==> src/hw/rtl/bgms_pkg.sv <==
// Shared types and constants for the binary grid majority smoothing block.
package bgms_pkg;

   localparam int CRD_W = 6;
   localparam int CNT_W = 4;
   localparam int THR_W = 4;

   localparam logic [THR_W-1:0] THR_RESET = 4'd4;

   localparam logic [1:0] CMD_WRITE = 2'd0;
   localparam logic [1:0] CMD_PASS  = 2'd1;
   localparam logic [1:0] CMD_READ  = 2'd2;

   localparam logic ANS_READ = 1'b0;
   localparam logic ANS_PASS = 1'b1;

   // neighbour offsets along one axis
   localparam logic [1:0] OFS_ZERO  = 2'd0;
   localparam logic [1:0] OFS_MINUS = 2'd1;
   localparam logic [1:0] OFS_PLUS  = 2'd2;

   // tap 0 is the cell itself, taps 1 to 8 are its neighbours
   localparam int TAP_W = 4;
   localparam logic [TAP_W-1:0] TAP_SELF = 4'd0;
   localparam logic [TAP_W-1:0] TAP_LAST = 4'd8;

   localparam logic [1:0] TAP_DX [9] = '{
      OFS_ZERO, OFS_MINUS, OFS_MINUS, OFS_MINUS, OFS_ZERO,
      OFS_ZERO, OFS_PLUS, OFS_PLUS, OFS_PLUS
   };
   localparam logic [1:0] TAP_DY [9] = '{
      OFS_ZERO, OFS_MINUS, OFS_ZERO, OFS_PLUS, OFS_MINUS,
      OFS_PLUS, OFS_MINUS, OFS_ZERO, OFS_PLUS
   };

   typedef struct packed {
      logic [1:0]       command;
      logic [CRD_W-1:0] cell_x;
      logic [CRD_W-1:0] cell_y;
      logic             cell_in;
   } req_word_type;

   typedef struct packed {
      logic answer_kind;
      logic cell_out;
      logic any_changed;
   } rsp_word_type;

   typedef struct packed {
      logic done;
      logic changed;
   } pass_stat_type;

endpackage

==> src/hw/rtl/bgms_pass.sv <==
// Smoothing pass sequencer: walks the grid, reads nine taps per cell, flips in place.
module bgms_pass
   import bgms_pkg::*;
#(
   parameter int GRID_SIZE = 64
) (
   input  logic                        clock,
   input  logic                        reset,
   input  logic                        start,
   input  logic [THR_W-1:0]            threshold,
   input  logic                        rd_data,
   output logic                        rd_en,
   output logic [2*$clog2(GRID_SIZE)-1:0] rd_addr,
   output logic                        wr_en,
   output logic [2*$clog2(GRID_SIZE)-1:0] wr_addr,
   output logic                        wr_data,
   output pass_stat_type               stat
);

   localparam int CW = $clog2(GRID_SIZE);
   localparam logic [CW-1:0] LAST_IDX = CW'(GRID_SIZE - 1);

   localparam logic [1:0] S_IDLE   = 2'd0;
   localparam logic [1:0] S_READ   = 2'd1;
   localparam logic [1:0] S_LAST   = 2'd2;
   localparam logic [1:0] S_DECIDE = 2'd3;

   logic [1:0]       state_ff, state_in;
   logic [CW-1:0]    cx_ff, cx_in, cy_ff, cy_in;
   logic [TAP_W-1:0] tap_ff, tap_in;
   logic [CNT_W-1:0] cnt_ff, cnt_in;
   logic             self_ff, self_in;
   logic             pend_ff, pend_in;
   logic             pend_self_ff, pend_self_in;
   logic             chg_ff, chg_in;

   logic [CW-1:0] xm, xp, ym, yp, tx, ty;
   logic          flip;

   assign xm = (cx_ff == '0) ? LAST_IDX : cx_ff - CW'(1);
   assign xp = (cx_ff == LAST_IDX) ? '0 : cx_ff + CW'(1);
   assign ym = (cy_ff == '0) ? LAST_IDX : cy_ff - CW'(1);
   assign yp = (cy_ff == LAST_IDX) ? '0 : cy_ff + CW'(1);

   always_comb begin
      case (TAP_DX[tap_ff])
         OFS_MINUS: tx = xm;
         OFS_PLUS:  tx = xp;
         default:   tx = cx_ff;
      endcase
      case (TAP_DY[tap_ff])
         OFS_MINUS: ty = ym;
         OFS_PLUS:  ty = yp;
         default:   ty = cy_ff;
      endcase
   end

   assign flip    = cnt_ff > threshold;
   assign rd_en   = (state_ff == S_READ);
   assign rd_addr = {ty, tx};
   assign wr_en   = (state_ff == S_DECIDE) && flip;
   assign wr_addr = {cy_ff, cx_ff};
   assign wr_data = ~self_ff;

   always_comb begin
      state_in     = state_ff;
      cx_in        = cx_ff;
      cy_in        = cy_ff;
      tap_in       = tap_ff;
      cnt_in       = cnt_ff;
      self_in      = self_ff;
      chg_in       = chg_ff;
      pend_in      = rd_en;
      pend_self_in = rd_en && (tap_ff == TAP_SELF);
      stat         = '0;

      // absorb the tap that the store returns this cycle
      if (pend_ff) begin
         if (pend_self_ff) begin
            self_in = rd_data;
         end else if (rd_data != self_ff) begin
            cnt_in = cnt_ff + CNT_W'(1);
         end
      end

      case (state_ff)
         S_IDLE: begin
            if (start) begin
               cx_in    = '0;
               cy_in    = '0;
               tap_in   = TAP_SELF;
               cnt_in   = '0;
               chg_in   = 1'b0;
               state_in = S_READ;
            end
         end
         S_READ: begin
            tap_in = tap_ff + TAP_W'(1);
            if (tap_ff == TAP_LAST) begin
               state_in = S_LAST;
            end
         end
         S_LAST: begin
            state_in = S_DECIDE;
         end
         S_DECIDE: begin
            chg_in   = chg_ff | flip;
            tap_in   = TAP_SELF;
            cnt_in   = '0;
            state_in = S_READ;
            if (cy_ff == LAST_IDX) begin
               cy_in = '0;
               if (cx_ff == LAST_IDX) begin
                  stat.done    = 1'b1;
                  stat.changed = chg_ff | flip;
                  state_in     = S_IDLE;
               end else begin
                  cx_in = cx_ff + CW'(1);
               end
            end else begin
               cy_in = cy_ff + CW'(1);
            end
         end
         default: begin
            state_in = S_IDLE;
         end
      endcase
   end

   always_ff @(posedge clock) begin
      if (reset) begin
         state_ff <= S_IDLE;
         pend_ff  <= 1'b0;
      end else begin
         state_ff <= state_in;
         pend_ff  <= pend_in;
      end
      cx_ff        <= cx_in;
      cy_ff        <= cy_in;
      tap_ff       <= tap_in;
      cnt_ff       <= cnt_in;
      self_ff      <= self_in;
      pend_self_ff <= pend_self_in;
      chg_ff       <= chg_in;
   end

   a_all_taps_in: assert property (@(posedge clock) disable iff (reset)
      (state_ff == S_DECIDE) |-> !pend_ff)
      else $error("decision taken before the last tap arrived");

   a_cnt_range: assert property (@(posedge clock) disable iff (reset)
      (state_ff == S_DECIDE) |-> (cnt_ff <= CNT_W'(TAP_LAST)))
      else $error("opposite count above eight");

endmodule

==> config.mk <==
export PLATFORM = sky130hd
export DESIGN_NAME = bgms_pass
export DESIGN_NICKNAME = d
export VERILOG_FILES = /design/src/hw/rtl/bgms_pkg.sv /design/src/hw/rtl/bgms_pass.sv
export SDC_FILE = /design/constraint.sdc
export NUM_CORES = 1
export LEC_CHECK = 0
export BUFFER_PORTS_ARGS = -buffer_cell sky130_fd_sc_hd__buf_2
export CAP_MARGIN = 20
export CORE_MARGIN = 5
export CORE_UTILIZATION = 30
export CTS_CLUSTER_DIAMETER = 200
export DETAILED_ROUTE_END_ITERATION = 10
export PLACE_DENSITY_LB_ADDON = 0.25
export SLEW_MARGIN = 20
export SYNTH_ARGS = -nofsm -noshare
export SYNTH_HDL_FRONTEND = slang
export SYNTH_SLANG_ARGS = --single-unit
==> constraint.sdc <==
create_clock -name clock -period 4.1 [get_ports clock]
set_input_delay 0.82 -clock clock [delete_from_list [all_inputs] [get_ports clock]]
set_output_delay 0.82 -clock clock [all_outputs]
set_load 0.05 [all_outputs]
Yosys cells after proc, flatten, opt, wreduce, memory -nomap -nowiden
Memories as Yosys holds them, arrays and structs flattened. Cells that the tools add are included.

Input bits: 8. Bits in read-only memories: 64. Logic and storage cells: 82. Memories: 2. Register bits: 26.

Magnitude comparators: 2. Bitwise operators: 3. Reduce and logical (&&, ||, !) cells: 13. Muxes and demuxes: 32. Eq/ne operators: 15. Add/sub/neg operators: 6.

Memory list: (no name shown) (words 16, bits a word 2, read ports 1, clocked after memory_dff 0, wr ports 0, RTL line bgms_pass.sv:51) `case (TAP_DY[tap_ff])`; (no name shown) (words 16, bits a word 2, read ports 1, clocked after memory_dff 0, wr ports 0, RTL line bgms_pass.sv:46) `case (TAP_DX[tap_ff])`.

Operators with widths (count): $pmux W6 S2 (4); $mux W6 (7); $mux W4 (5); $mux W2 (9); $add A6 B1 Y6 const B (2); $eq A6 B6 Y1 const B (2); $logic_not A6 Y1 (2); $pmux W4 S3 (1); $sub A6 B1 Y6 const B (2); $add A4 B1 Y4 const B (2); $eq A2 B2 Y1 const B (4); $pmux W2 S4 (1); $pmux W4 S2 (1); $reduce_and A2 Y1 (4); $eq A2 B1 Y1 const B (3); $ge A5 B5 Y1 const B (1); $not A4 Y5 (1); $eq A4 B4 Y1 const B (1); $gt A4 B4 Y1 (1); $logic_not A4 Y1 (1); $ne A2 B1 Y1 const B (2); $ne A2 B2 Y1 const B (2); $reduce_and A4 Y1 (1); $mux W1 (3); 8 further kinds (9).

Depth between registers and ports, before layout
Gate-level depths: netlist of the first run.

Word-level depth: 6. Gate-level depth with buffers: 10. Mapped depth without buffers: 10.

Worst setup path after synthesis of the first run
OpenSTA, ideal clock, no wires.

Kind: reg-to-output. From: register cx_ff[0]. To: output stat[0] in the netlist's numbering. Arrival: 3403 ps. Buffers on the path: 0. Setup slack: -123 ps. Cell stages (with the launch flop): 6. Required time: 3280 ps. Cell sequence: edfxtp_1 > ha_1 > and3_2 > nand3_1 > nor3_1 > nor2b_1.

RTL lines: from (decl) (RTL line bgms_pass.sv:29) `logic [CW-1:0] cx_ff, cx_in, cy_ff, cy_in;`; from (signal assigned) (RTL line bgms_pass.sv:138) `cx_ff <= cx_in;`; to (decl) (RTL line bgms_pass.sv:17) `output pass_stat_type stat`.

Worst setup path after layout of the first run
From: register tap_ff[0]. To: output rd_addr[3].

Longest elaborated chain between the ends: 6.

Ends and longest elaborated chain: from (decl) (RTL line bgms_pass.sv:30) `logic [TAP_W-1:0] tap_ff, tap_in;`; from (signal assigned) (RTL line bgms_pass.sv:140) `tap_ff <= tap_in;`; $not A4 Y5 (not written as such) (*) (RTL line bgms_pass.sv:46); $mem_v2 Z16 W2 (*); $mux W2 (not written as such) (*) (2 in a row) (RTL line bgms_pass.sv:46); $eq A2 B2 Y1 / $eq A2 B1 Y1 (equally long branches) (RTL line bgms_pass.sv:46); $pmux W6 S2 (*) (RTL line bgms_pass.sv:46); to (decl) (RTL line bgms_pass.sv:13) `output logic [2*$clog2(GRID_SIZE)-1:0] rd_addr,`.

Every way passes the cells marked *; elsewhere a longest branch is shown, timed or not. The select of a mux whose other input is x is not followed.

==> flow_summary.toml, run 1 <==
[logic_synthesis]
synth.yosys.warnings = 0
async_reset_ff_frac = 0
synth_ff_type = "edfxtp_1"
synth_seq_cells = 26
synth_area_um2 = 2090
synth.net_count = 272
synth_edf_count = 18
synth_top_area_frac = 0.258
synth_top_cells_by_area = "edfxtp_1 26%, ha_1 14%, dfxtp_1 7.6%"
synthCells = 241
yosysTopAreaCell = "edfxtp_1"
synth_seq_area_share = 0.335
synth_cell_type_count = 46
synth.avg_cell_area_um2 = 8.69

[floorplanning]
std_cell_rows = 30
core_area_um2 = 6790
pin_count = 37
floorplan_die_width_um = 93.6
dieHeight_um = 93.6
initial_utilization = 0.308
die_footprint_um2 = 8750

[route]
number_of_design_rule_violations_left_after_detail_routing = 0
dr.first_iter.drc_count = 97
vias_per_cell = 4.86
via_total_after_detailed_routing = 1797
detail_route.wl_per_cell_um = 12.3
drt-pass1-iter-count = 4
antenna_violating_nets_post_route = 0
routed_wl_um = 4570

[clock_network]
clock_latency_at_the_later_pin_of_the_worst_skew_pair_ns = 0.27
cts_tree = "yes"
cts_resized = 0
numCtsBuffers = 3
cts-htree-levels = 1
cts_setup_buffers = 0
cts-hold-fix-buffers = 0
cts-root-to-sink-buffers = 2
cts.clk_slew.worst_paths_ns = 0.09
cts_root_buffer = "clkbuf_8"
clock-sinks = 26

[placed_design]
routabilityCongestion = 0.787
io_buffers = 36
dpl.hpwl_um = 3520

[sta]
max_freq_ghz = 0.274
worst_slew_margin_rel = 0.444
timing_worst_slew_pin_value_ns = 0.827
timing.final.crit_share = 0.891
tns_ns = 0
setup_viol_count_final = 0
final_hold_viol_count = 0
clock-skew-final_ns = 0.00430
rsz0062_at_grt = "no"
finalMaxSlewViolations = 0
layout_min_cycle_time_ns = 3.65

[worst_hold_path]
holdPathEnd = "cnt_ff[3]$_DFF_P_"
min_from = "cnt_ff[3]$_DFF_P_"
timing.hold.worst.class = "register to register"
holdPathStages = 2

[finish]
num-nets-final = 306
layout_commonest_cell = "buf_2"
post_route_cells_drive_above_1_share = 0.164
mostFrequentLayoutCells = "36 x buf_2, 25 x inv_1, 23 x ha_1"
layout-area-overhead-vs-synth_pct = 15.5
antenna-diode-count = 0

[global_route]
grt_antenna_before_repair = 0
grt_max_degree = 16
first_global_vias = 1624
globalRouteTotalUtil = 0.108
gr-total-overflow = 0
grt_first_pass_wirelength_um = 7850

[worst_setup_path]
worstSetupPathType = "register to primary output"
regToRegStartpoint = "cy_ff[0]$_SDFFCE_PN0P_"
ff2ff_path_depth = 5
regToRegSetupSlack_ns = 1.61
crit_fanout = 8
crit_path_start_kind = "register"
timing.critical_path.arrival_ns = 2.83
worst_ep_required_time_ns = 3.28
rr_endpoint = "cx_ff[3]$_SDFFCE_PN0P_"
critPathCaptureType = "primary output"

[job]
cap_violations = 0

[run_status]
outcome = "finished, final reports clean"
==> routing by layer <==
metal  track usage  part of all wire  vias up
met2         0.170              0.45       40
met3        0.0217             0.051        5
li1              -                 -      927
met1         0.152              0.49      825
met4        0.0253            0.0092        0
met5             0                 0        -
==> cells in the mapped netlist, types with 4 or more instances <==
library cell	instances
nor3b_1	4
nand2b_1	5
and2_1	7
o31ai_1	4
nand3_1	8
a21oi_1	18
clkbuf_1	5
edfxtp_1	18
o22ai_1	7
and3_1	4
xnor2_1	11
o21ai_0	10
nor3_1	8
dfxtp_1	8
nand2_1	9
nor2b_1	7
inv_1	25
nor2_1	21
ha_1	23
==> how the worst max path moves through the flow <==
stage | slack, ns | startpoint | endpoint | cells after the start
finish | 0.45 | tap_ff[0]$_SDFFCE_PN0P_ | rd_addr[3] | 10
global route | 0.24 | tap_ff[0]$_SDFFCE_PN0P_ | rd_addr[11] | 9
CTS | 0.45 | tap_ff[0]$_SDFFCE_PN0P_ | rd_addr[3] | 10
detailed placement | 0.75 | tap_ff[0]$_SDFFCE_PN0P_ | rd_addr[3] | 10
global placement | 0.83 | tap_ff[0]$_SDFFCE_PN0P_ | rd_addr[11] | 9
floorplan | 0.33 | cx_ff[0]$_SDFFCE_PN0P_ | stat[0] | 5
==> logic make-up after synthesis <==
kind of cell | count (synthesis) | share of synthesized area
compound gates | 57 | 0.173
xor+xnor | 13 | 0.0544
fa+ha+maj | 23 | 0.137
buf+inv | 33 | 0.0651
flops | 26 | 0.335
mux | 3 | 0.0143
simple gates | 86 | 0.222
==> state kept, by name, summed over array words and instances, names as in the netlist <==
| name | count |
|---|---|
| cx_ff | 6 |
| pend_ff | 1 |
| state_ff | 2 |
| cy_ff | 6 |
| tap_ff | 4 |
| cnt_ff | 4 |
| chg_ff | 1 |
| self_ff | 1 |
| pend_self_ff | 1 |
==> cell type report <==
cell class | instances | area, um2
Fill cell | 726 | 4370
Multi-Input combinational cell | 182 | 1260
Sequential cell | 26 | 701
Timing Repair Buffer | 37 | 188
Tap cell | 96 | 120
Inverter | 25 | 93.8
Clock buffer | 4 | 55.1
==> worst max-delay path, stage by stage, from the launching register on <==
cell and delay (ns):
edfxtp_1 0.44, inv_1 0.11, ha_1 0.19, or3_1 0.35, inv_1 0.08, ha_1 0.29, or4b_1 0.46, a21oi_1 0.15
nor3_1 0.06, o22ai_1 0.15, buf_2 0.29
==> stage by stage <==
step / worst slack (ns) / hold slack, ns / std cells / utilization / instance area [um2]
floorplan: 0.327 / 0.488 / 241 / - / 2100
global placement: 0.829 / 0.521 / 366 / 0.348 / 2360
detailed placement: 0.752 / 0.547 / 366 / 0.348 / 2360
CTS: 0.446 / 0.568 / 370 / 0.356 / 2420
global route: 0.239 / 0.601 / 370 / 0.356 / 2420
finish: 0.447 / 0.553 / 370 / 0.356 / 2420
Power of run 1 is not shown: default switching activity piles up to over one toggle a cycle in this logic, so the estimate is an artifact.
==> inputs of run 2 (changes only) <==
--- a/config.mk
+++ b/config.mk
@@ -8,7 +8,7 @@
 export BUFFER_PORTS_ARGS = -buffer_cell sky130_fd_sc_hd__buf_2
 export CAP_MARGIN = 20
 export CORE_MARGIN = 5
-export CORE_UTILIZATION = 30
+export CORE_UTILIZATION = 56
 export CTS_CLUSTER_DIAMETER = 200
 export DETAILED_ROUTE_END_ITERATION = 10
 export PLACE_DENSITY_LB_ADDON = 0.25
==> constraint.sdc (replaced) <==
create_clock -name clock -period 3.9 [get_ports clock]
set_input_delay 0.39 -clock clock [delete_from_list [all_inputs] [get_ports clock]]
set_output_delay 0.39 -clock clock [all_outputs]
set_load 0.05 [all_outputs]
==> run 2 against run 1 <==
  * Die area decreased by 42%
  * Count of clock-buffer cells in the layout unchanged
  * Via count decreased by 0.61%
  * Routed wire length decreased by 5.4%
  * Critical path depth unchanged
  * Sequential share of layout area increased by 0.66 points
  * Highest routed layer unchanged
==> flow_summary.toml, run 2 (synthesis results as in run 1) <==
[clock_network]
cts.clk_slew.worst_paths_ns = 0.09
clock_latency_at_the_later_pin_of_the_worst_skew_pair_ns = 0.28
cts-hold-fix-buffers = 0
cts-htree-levels = 1
cts_root_buffer = "clkbuf_8"
cts-root-to-sink-buffers = 2
cts_resized = 0
clock-sinks = 26
cts_tree = "yes"
numCtsBuffers = 3
cts_setup_buffers = 0

[floorplanning]
pin_count = 37
core_area_um2 = 3630
floorplan_die_width_um = 71.2
dieHeight_um = 71.2
std_cell_rows = 22
initial_utilization = 0.576
die_footprint_um2 = 5060

[route]
via_total_after_detailed_routing = 1786
met2_length_um = 1960
drt-pass1-iter-count = 4
top_layer = "met4"
dr.first_iter.drc_count = 167
antenna_violating_nets_post_route = 0
detail_route.wl_per_cell_um = 13.4
routed_wl_um = 4320
number_of_design_rule_violations_left_after_detail_routing = 0
met1_routed_wirelength_after_detailed_routing_um = 2150
vias_per_cell = 5.55
met3RoutedLength_um = 181

[sta]
timing.final.crit_share = 0.822
rsz0062_at_grt = "no"
timing_worst_slew_pin_value_ns = 1.03
layout_min_cycle_time_ns = 3.21
setup_viol_count_final = 0
tns_ns = 0
final_hold_viol_count = 0
clock-skew-final_ns = 0.00459
finalMaxSlewViolations = 0
worst_slew_margin_rel = 0.309
max_freq_ghz = 0.312

[finish]
mostFrequentLayoutCells = "36 x buf_2, 25 x inv_1, 23 x ha_1"
layout-area-overhead-vs-synth_pct = 13.0
layout_commonest_cell = "buf_2"
post_route_cells_drive_above_1_share = 0.161
antenna-diode-count = 0
filler_cell_count = 344
num-nets-final = 306
largest_registers = "cx_ff (6), cy_ff (6)"

[placed_design]
routabilityCongestion = 0.778
io_buffers = 36
dpl.hpwl_um = 3230

[worst_setup_path]
worstSetupPathType = "register to primary output"
critPathCaptureType = "primary output"
crit_fanout = 8
crit_path_start_kind = "register"
timing.critical_path.arrival_ns = 2.82
worst_ep_required_time_ns = 3.51

[job]
cap_violations = 0

[worst_hold_path]
timing.hold.worst.class = "input pin to register"

[global_route]
globalRouteTotalUtil = 0.174
grt_max_degree = 16
gr-total-overflow = 0
first_global_vias = 1600
grt_antenna_before_repair = 0
grt_first_pass_wirelength_um = 7340

[run_status]
outcome = "finished, final reports clean"
-- run 2: worst paths after layout --
check,start,endpoint,slack [ns],cells past startpoint
max,tap_ff[0]$_SDFFCE_PN0P_,rd_addr[3],0.69,10
min,reset,pend_ff$_SDFF_PP0_,0.30,2
max reg2reg,cy_ff[0]$_SDFFCE_PN0P_,cx_ff[2]$_SDFFCE_PN0P_,1.29,5
min reg2reg,cnt_ff[3]$_DFF_P_,cnt_ff[3]$_DFF_P_,0.54,2
-- run 2: metrics by stage --
step / instance area [um2] / hold slack [ns] / util / std cells / setup slack [ns]
after floorplan: 2090 / 0.462 / - / 241 / 0.107
final: 2370 / 0.304 / 0.651 / 322 / 0.694
after global routing: 2370 / 0.295 / 0.651 / 322 / 0.460
after global placement: 2300 / 0.509 / 0.633 / 318 / 1.05
after CTS: 2370 / 0.294 / 0.651 / 322 / 0.695
after detailed placement: 2300 / 0.522 / 0.633 / 318 / 1.02
-- run 2: final cells by class --
cell class	count	area, um2	share of cell area
multi-input cells	182	1260	0.531
clock buffers	4	66.3	0.0280
repair buffers	37	188	0.0793
well taps	48	60.1	0.0254
inverters	25	93.8	0.0397
flip-flops and latches	26	701	0.296
-- run 2: metal layers --
metal | GRT usage | up-vias
met5 | 0 | -
met3 | 0.0440 | 5
met1 | 0.245 | 823
met2 | 0.273 | 32
met4 | 0.0251 | 0
li1 | - | 926
-- run 2: worst max-delay path: stages (launching register included) --
cell and delay [ns]:
edfxtp_1 0.44, inv_1 0.10, ha_1 0.19, or3_1 0.34, inv_1 0.07, ha_1 0.28, or4b_1 0.46, a21oi_1 0.15
nor3_1 0.07, o22ai_1 0.15, buf_2 0.28
Power of run 2 is left out for the same reason.
